<file path="config.mk">
export PLATFORM = sky130hd
export DESIGN_NAME = vn2d_cell
export DESIGN_NICKNAME = d
export VERILOG_FILES = /design/src/design/vn2d_pkg.sv /design/src/design/vn2d_cell.sv
export SDC_FILE = /design/constraint.sdc
export NUM_CORES = 2
export LEC_CHECK = 0
export ABC_AREA = 0
export BUFFER_PORTS_ARGS = -buffer_cell sky130_fd_sc_hd__buf_4
export CAP_MARGIN = 20
export CORE_AREA = 2 2 405 407
export DETAILED_ROUTE_END_ITERATION = 7
export DIE_AREA = 0 0 407 409
export SLEW_MARGIN = 5
export SYNTH_ARGS = -nofsm -noshare
export SYNTH_HDL_FRONTEND = slang
export SYNTH_SLANG_ARGS = --single-unit
</file>
<file path="constraint.sdc">
create_clock -name vclk -period 33.6
set_input_delay 3.36 -clock vclk [all_inputs]
set_output_delay 3.36 -clock vclk [all_outputs]
set_load 0.01 [all_outputs]
</file>
<file path="src/design/vn2d_pkg.sv">
package vn2d_pkg;

  localparam int IN_W     = 16;
  localparam int FRAC_W   = 14;
  localparam int SQ_W     = 2 * IN_W;
  localparam int ACC_W    = 64;
  localparam int Q_W      = FRAC_W + 1;
  localparam int N_CELLS  = IN_W;
  localparam int IDX_W    = $clog2(N_CELLS);
  localparam int OUT_W    = 16;

  typedef struct packed {
    logic [Q_W-1:0]   q;
    logic [ACC_W-1:0] s1;
    logic [ACC_W-1:0] s2;
    logic [ACC_W-1:0] rhs;
  } unit_t;

  typedef struct packed {
    logic [SQ_W-1:0] rem;
    logic [SQ_W-1:0] res;
    logic [SQ_W-1:0] d;
    logic            nx;
    logic            ny;
    unit_t           ux;
    unit_t           uy;
  } stage_t;

endpackage

</file>
<file path="src/design/vn2d_cell.sv">
module vn2d_cell (
  input  logic [vn2d_pkg::IDX_W-1:0] step_idx,
  input  vn2d_pkg::stage_t           cur,
  output vn2d_pkg::stage_t           nxt
);
  import vn2d_pkg::*;

  // one restoring divide-free step: accept bit b while (2c-1)^2 * d <= rhs
  function automatic unit_t unit_step(unit_t u, logic [SQ_W-1:0] dv, int b);
    unit_t            r;
    logic [ACC_W-1:0] d64;
    logic [ACC_W-1:0] t2d;
    r   = u;
    d64 = ACC_W'(dv);
    t2d = (u.s2 << 2) + (u.s1 << (b + 3)) - (u.s1 << 2)
        + (d64 << (2 * b + 2)) - (d64 << (b + 2)) + d64;
    if (t2d <= u.rhs) begin
      r.q  = u.q | Q_W'(1 << b);
      r.s2 = u.s2 + (u.s1 << (b + 1)) + (d64 << (2 * b));
      r.s1 = u.s1 + (d64 << b);
    end
    return r;
  endfunction

  logic [SQ_W-1:0] sq_bit;
  logic [SQ_W-1:0] trial;
  int              ub;

  always_comb begin
    nxt    = cur;
    sq_bit = SQ_W'(1) << (SQ_W - 2 - 2 * int'(step_idx));
    trial  = cur.res + sq_bit;
    if (cur.rem >= trial) begin
      nxt.rem = cur.rem - trial;
      nxt.res = (cur.res >> 1) + sq_bit;
    end else begin
      nxt.res = cur.res >> 1;
    end
    ub = FRAC_W - int'(step_idx);
    if (ub >= 0) begin
      nxt.ux = unit_step(cur.ux, cur.d, ub);
      nxt.uy = unit_step(cur.uy, cur.d, ub);
    end
  end

endmodule

</file>
==> metrics.md <==
| Metric | Value |
|---|---|
| Largest net degree at the start of global routing | 183 |
| Port-buffer cells | a little over 1000 |
| CLK BUF | 0 |
| DRC Markers | 0 |
| Cell area after synthesis | 67900 sq um |
| CP delay by family, top | compound AO/OA/AOI/OAI gates |
| Post-DP HPWL | 381000 um |
| Drt via density | 6.66 |
| Drt pass-1 iters | 8 |
| GRT overflow | 0 |
| Post-layout net count | about 12000 |
| F_max | 0.0434 GHz |
| Final worst-path cycle share | 68.7% |
| Setup Fix Bufs, Post-CTS | 0 |
| Initial antenna violation count | 53 |
| Worst Path Buf+Inv | 9 |
| DRT iter0 DRCs | 12500 |
| CP Max Fanout | 148 |
| Horiz. Die Dim | about 410 um |
| Hold/Removal Path Class | in -> out |
| Final hold vios | 0 |
| Critical path required time | between 30 and 40 ns |
| IO Pins | 1028 |
| CP Launch Type | input port |
| CP Capture Type | output pin |
| Register area | 0 sq um |
| Max Cap Viol | 0 |
| Distinct cell type count after synthesis | 95 |
| Critical Path AT | 19.71 ns |
| CP startpoint | step_idx[0] |
| Hold path cells | 0 |
| Starting Density | 41.9% |
| Unrepaired setup endpoints after global routing | no |
| Slowest CP cell | o21ai_0 |
| Number of global-route vias before repair | 77800 |
| Total global-route track usage | 52.3% |
| Post-Syn Area per Cell | 6.98 sq um |
| Max stage delay on crit path | 1.01 ns |
| Post-DRT Antenna Nets | 0 |
| Cell count after synthesis | 9733 |
| # fillers | 16600 |
| Post-synthesis sequential area ratio | 0% |
| Core box area | about 160000 sq um |
| Yosys warnings | 0 |
| Row Count | approximately 150 |
| Routed wire per std cell | roughly 37 um |
| Post-CTS Resized | 0 |
| Relative max-transition margin | 11.6% |
| Status | finished, final reports clean |
| Area grow syn2layout | 12.4% |
| Die height | ~400 um |
| Worst-Margin Slew | 1.32 ns |
| Vias | 82600 |
| Final setup TNS | 0 ns |
| Final Critical Period | ~23 ns |
| Fraction of layout cells with a size suffix above 1 | between 10% and 20% |
| CP Class | in -> out |
| Final setup vio count | 0 |
| Global-route wire length before repair | 611000 um |
| FFs & Latches | 0 |
| HP Start | cur[414] |
| Cell count along the critical path | 41 |
| Cts hold-fix bufs | 0 |
| Placer Congestion | 1.19 |
| WL final | 453000 um |
| Slew Limit Fails | 0 |
| Die area | 166000 sq um |
cells by family (layout without fill, tap and decap cells):
kind of cell	count (synthesis)	count (layout)	synth area share (%)
buf+inv	1837	2249	11.3
mux	543	543	9.24
other cells	2	76	0.0111
compound gates	2916	2916	27.1
fa+ha+maj	1206	1206	28.4
simple gates	2779	2779	18.1
xor+xnor	450	450	5.83
per-layer routing:
layer  GRT usage [%]  part of all wire, %  up-vias
li1                -                    -    34700
met1            62.0                   36    39700
met2            72.8                   39     6510
met3            20.8                   14     1623
met4            44.5                   11       16
met5           0.994                0.069        -
cells in the mapped netlist (50+ instances only):
library cell	instances	area, sq um
nand3_1	250	1250
o31ai_1	53	398
and2_1	63	394
and3_1	90	563
nand2b_1	60	375
nor3_1	114	571
nor2b_1	65	407
nand2_1	1162	4360
a21o_1	296	2220
ha_1	643	8050
o211ai_1	99	743
clkbuf_1	358	1340
buf_1	86	323
buf_2	114	571
fa_1	563	11300
o21ai_0	797	3990
inv_1	1104	4140
nor2_1	732	2750
mux4_2	62	1400
o21bai_1	87	653
mux2_2	50	563
nand4_1	128	801
buf_4	169	1270
a221o_1	67	671
a21oi_1	766	3830
mux2i_1	431	4310
xor2_1	176	1540
xnor2_1	272	2380
o22ai_1	76	475
a31oi_1	115	719
a211oi_1	105	788
o21a_1	56	420
placed cells by master, fill, tap and decap left out, drive strengths merged, types with 65 or more instances in the layout:
cell type / netlist / final
nand2: 1162 / 1162
buf: 370 / 1139
inv: 1105 / 1107
o21ai: 814 / 814
a21oi: 767 / 767
nor2: 734 / 734
ha: 643 / 643
fa: 563 / 563
mux2i: 431 / 431
a21o: 296 / 296
xnor2: 273 / 273
nand3: 251 / 251
xor2: 176 / 176
nand4: 128 / 128
a31oi: 116 / 116
nor3: 114 / 114
a211oi: 106 / 106
o211ai: 99 / 99
and3: 90 / 90
o21bai: 87 / 87
o22ai: 76 / 76
a221o: 67 / 67
nor2b: 65 / 65
cell type report:
class / instances / area (sq um) / area share, %
timing repair buffer: 1142 / 8660 / 11.3
multi-input combinational: 7932 / 60700 / 79.5
tap: 2175 / 2720 / 3.57
antenna: 38 / 95.1 / 0.125
inverter: 1107 / 4170 / 5.46
path summary, 6_finish.rpt:
kind / to
max: nxt[401]
min: nxt[414]
stage by stage:
step / instances / hold slack (ns) / utilization [%] / setup WS (ns) / cell area [sq um]
after floorplan: 9769 / 6.80 / - / 15.20 / 68100
after global placement: 12300 / 6.72 / 46.9 / 10.60 / 76100
after detailed placement: 12300 / 6.72 / 47.0 / 11.29 / 76200
after CTS: 12300 / 6.72 / 47.0 / 11.25 / 76200
after global routing: 12400 / 6.72 / 47.1 / 10.36 / 76300
final: 12400 / 6.72 / 47.1 / 10.53 / 76300
